### src/hdl/mvc_ram.sv
`default_nettype none
module mvc_ram #(
    parameter int Width = 16,
    parameter int Depth = 256
) (
    input  wire logic                     clk,
    input  wire logic                     we,
    input  wire logic [$clog2(Depth)-1:0] waddr,
    input  wire logic [Width-1:0]         wdata,
    input  wire logic [$clog2(Depth)-1:0] raddr,
    output logic [Width-1:0]              rdata
);
    logic [Width-1:0] mem [Depth];

    always_ff @(posedge clk)
    begin
        if (we)
        begin
            mem[waddr] <= wdata;
        end
        rdata <= mem[raddr];
    end
endmodule
`default_nettype wire

### config.mk
export PLATFORM = sky130hd
export DESIGN_NAME = mvc_ram
export DESIGN_NICKNAME = d
export VERILOG_FILES = /design/src/hdl/mvc_ram.sv
export SDC_FILE = /design/constraint.sdc
export NUM_CORES = 2
export LEC_CHECK = 0
export BUFFER_PORTS_ARGS = -buffer_cell sky130_fd_sc_hd__buf_2
export CORE_ASPECT_RATIO = 1.5
export CORE_MARGIN = 3
export CORE_UTILIZATION = 57
export DETAILED_ROUTE_END_ITERATION = 8
export PLACE_DENSITY = 0.76
export RECOVER_POWER = 25
export SETUP_SLACK_MARGIN = 0.4
export SYNTH_ARGS = -nofsm -noshare
export SYNTH_HDL_FRONTEND = slang
export SYNTH_SLANG_ARGS = --single-unit
### constraint.sdc
create_clock -name clk -period 2.3 [get_ports clk]
set_input_delay 0.23 -clock clk [delete_from_list [all_inputs] [get_ports clk]]
set_output_delay 0.23 -clock clk [all_outputs]
set_load 0.1 [all_outputs]
; Yosys cells after proc, flatten, opt, wreduce, memory -nomap -nowiden
; Memory sizes are Yosys's and may differ from the RTL's. A register that Yosys moved wholly into a read port is not among the register bits.
; Cells that the tools add are included.
[word_totals]
ff_bits = 0
ram_bits = 4096
inputBits = 34
out_inout_bits = 16
wordCells = 3
n_memories = 1
[mem_list]
columns = name, depth, width, rd, rd_clocked_by_memory_dff, write_ports, line_no
row1 = mem, 256, 16, 1, 1, 1, 13  ; logic [Width-1:0] mem [Depth];
[op_classes]
mux = 2
[ops]
columns = operator, count
row1 = 1-bit 2-to-1 mux, 2

; Depth between registers and ports, before layout
[logic_depth]
word_depth = 2
depth_mapped = 12
depth_no_buf = 6

; Worst setup path after synthesis
; No wires, ideal clock.
[synth_path]
path_type = input-to-reg
from = input waddr[3]
to = memory mem[235][0], enable pin
setup_time_ps = 388
t_arrival_ps = 2007
slack_ps = -95
cell_stages = 6
n_path_buf = 3
path_cell_list = clkbuf_1 > nor2b_1 > clkbuf_1 > nand4_1 > clkbuf_1 > nor2_1
[synth_lines]
columns = item, line_no
row1 = "start, declared", 8  ; input wire logic [$clog2(Depth)-1:0] waddr,
row2 = "end, declared", 13
; No word-level cell before the write port.

==> impl_metrics.env <==
export IMPL_cts_buffers=353
export IMPL_drc_errors=0
export IMPL_grt_util_all_layers_pct=30.3
export IMPL_power_mw=151
export IMPL_grt_setup_unrepaired="yes"
export IMPL_fmax_mhz=385
export IMPL_drt_total_wl_mm=433
export IMPL_synthArstFlopShare_pct=0
export IMPL_die_area_um2=285000
export IMPL_ff2ff_path_depth=7
export IMPL_yosysWarnings=0
export IMPL_syn_num_nets=7394
export IMPL_outcome="finished, violations left"
export IMPL_antenna_found_initial=19
export IMPL_nNetsFinal=8400
export IMPL_p_per_area_nw_per_um2=815
export IMPL_overflow=0
export IMPL_hold_class="in -> reg"
export IMPL_synth_enable_flop_cells=4096
export IMPL_cp_max_fo=1
export IMPL_ctsLongestPathBuffers=4
export IMPL_criticalPathCategory="reg -> reg"
export IMPL_yosysUniqueCellTypes=52
export IMPL_leakagePower_nw=59.9
export IMPL_io_pins=50
export IMPL_worstMarginPinSlew_ns=2.66
export IMPL_arrival_ns=3.39
export IMPL_die_w_um=437
export IMPL_layout_commonest_cell="edfxtp_1"
export IMPL_syn_to_final_growth_pct=17.0
export IMPL_die_h_um=652
export IMPL_syn_area_per_cell_um2=21.6
export IMPL_ys_ff_latch=4112
export IMPL_startpoint="mem[31][13]$_DFFE_PP_"
export IMPL_layout_cells_non_filler=12353
export IMPL_start_util_pct=57.4
export IMPL_cts_sinks=4112
export IMPL_gp_congestion=0.927
export IMPL_fin_ws_ns=-0.298
export IMPL_crit_required_ns=3.09
export IMPL_drt_iter0_markers=11850
export IMPL_timing_rr_start="mem[31][13]$_DFFE_PP_"
export IMPL_grt_pass1_vias=84705
export IMPL_setup_viol=629
export IMPL_synthesis_area_um2=159000
export IMPL_synth_top_area_share_pct=77.5
export IMPL_grt_max_degree=113
export IMPL_htreeDepth=5
export IMPL_hold_start="waddr[2]"
export IMPL_violations="capacitance limit, slew limit, setup timing"
export IMPL_max_vdd_ir_drop_v=0.000686
export IMPL_dpl_cell_count=11684
export IMPL_final_cell_mix="edfxtp_1 (4,096), mux4_2 (797), buf_4 (702), mux2i_1 (565), clkbuf_16 (361)"
export IMPL_r2r_slack_ns=-0.30
export IMPL_vias_per_cell=6.73
export IMPL_dr_pass1_iters=9
export IMPL_synth_area_leader_cell="edfxtp_1"
export IMPL_multi_input_area_um2=34600
export IMPL_num_rows=236
export IMPL_rr_endpoint="rdata[13]$_DFF_P_"
export IMPL_grt_pass1_wl_mm=619
export IMPL_synthCells=7360
export IMPL_netlist_top_cells_area="edfxtp_1 (77%), mux4_2 (11%), mux2i_1 (3.6%)"
export IMPL_post_route_period_util_pct=113
export IMPL_cts_root_buf="clkbuf_16"
export IMPL_ant_nets=0
export IMPL_yosysSeqAreaShare_pct=77.7
export IMPL_drive_above_1_share_pct=32.2
export IMPL_crit_path_end="rdata[13]$_DFF_P_"
export IMPL_hpwl_mm=271
export IMPL_clk_latency_ns=0.90
export IMPL_regArea_um2=123000
export IMPL_slew_headroom_pct=-77.6
export IMPL_period_needed_ns=2.60
export IMPL_cts_tree="yes"
export IMPL_max_cap_violations=10
export IMPL_setup_worst_path_start_class="register"
export IMPL_routedWlPerCell_um=35.0
export IMPL_hold_viol_final=0
export IMPL_fill_cells=16303
export IMPL_skew_ns=0.0608
export IMPL_maxSlewViolCount=532
export IMPL_core_area_um2=276000
export IMPL_vias=83089
export IMPL_clkTransAtPathRegs_ns=0.07
export IMPL_synth_ff_type="edfxtp_1"
export IMPL_io_buffer_count=49
export IMPL_worstSetupEndpointType="register"
[kinds of logic after synthesis]
logic type | count (synthesis) | share of synthesized area, %
AO/OA/AOI/OAI | 786 | 3.54
multiplexers | 1450 | 15.5
AND/OR/NAND/NOR | 556 | 1.57
buffers and inverters | 456 | 1.69
flip-flops | 4112 | 77.7
[routing by layer]
metal | vias to the layer above | wire length, µm | global-route usage [%]
met1 | 43124 | 141000 | 37.4
met5 | - | 46 | 0
li1 | 33276 | - | -
met2 | 5501 | 217000 | 50.6
met3 | 1182 | 41400 | 4.83
met4 | 6 | 33300 | 18.6
[per-stage QoR]
stage / setup TNS (ns) / hold slack, ns / instance area, µm² / util (%) / setup slack (ns)
after global placement: -15.65 / 0.609 / 174000 / 62.8 / -1.40
after detailed placement: -16.40 / 0.608 / 174000 / 62.8 / -1.40
after CTS: -0.932 / 0.00113 / 186000 / 67.3 / -0.262
final: -65.19 / 0.0651 / 186000 / 67.2 / -0.298
after global routing: -81.40 / 0.0713 / 186000 / 67.2 / -0.290
after floorplan: 0 / 0.329 / 160000 / - / 0.0745
[how the worst min path moves through the flow]
stage	end	slack, ns	cells past startpoint
floorplan	mem[0][0]$_DFFE_PP_	0.33	0
global placement	mem[158][4]$_DFFE_PP_	0.61	1
detailed placement	mem[158][4]$_DFFE_PP_	0.61	1
CTS	mem[72][11]$_DFFE_PP_	0.001	1
global route	mem[156][14]$_DFFE_PP_	0.07	4
finish	mem[172][5]$_DFFE_PP_	0.07	4
[flip-flops by register name, indices dropped and copies added, names as in the netlist]
| register | cells |
|---|---|
| rdata | 16 |
| mem | 4096 |
[critical path, cell delays in order (launching register included)]
cell      delay [ns]
edfxtp_1        0.41
mux4_2          0.53
mux4_2          0.53
a22o_4          0.31
o32ai_4         0.35
buf_6           0.16
nor4_2          0.04
buf_4           0.14
[synthesized netlist by cell type, drive strengths merged, types with 38 or more instances]
master	number
o22ai	148
o221ai	253
edfxtp	4096
mux4	797
nor3	92
mux2i	565
nor2	304
a22oi	43
o21ai	38
nand2	38
mux2	88
buf	222
a21oi	175
clkbuf	230
[final cells by class]
cell class | count | area share (%)
flip-flops and latches | 4112 | 66.4
multi-input cells | 2792 | 18.6
repair buffers | 1103 | 6.39
clock buffers | 428 | 5.03
well taps | 3689 | 2.48
clock inverters | 212 | 1.06
diodes | 13 | 0.0175
inverters | 4 | 0.0148
[where the power goes]
part	internal (mW)	switching, mW
Sequential	82.6	0.171
Combinational	3.59	5.88
Clock	32.7	26.5
Total	119	32.5
[repair_timing]
action,4_1_cts,5_1_grt
setup endpoints to repair,32,16
hold buffers,16,0
buffers inserted,0,0
resized for setup,183,55
pin swaps,25,19
hold endpoints to repair,965,0
(Power assumes the default switching activity.)
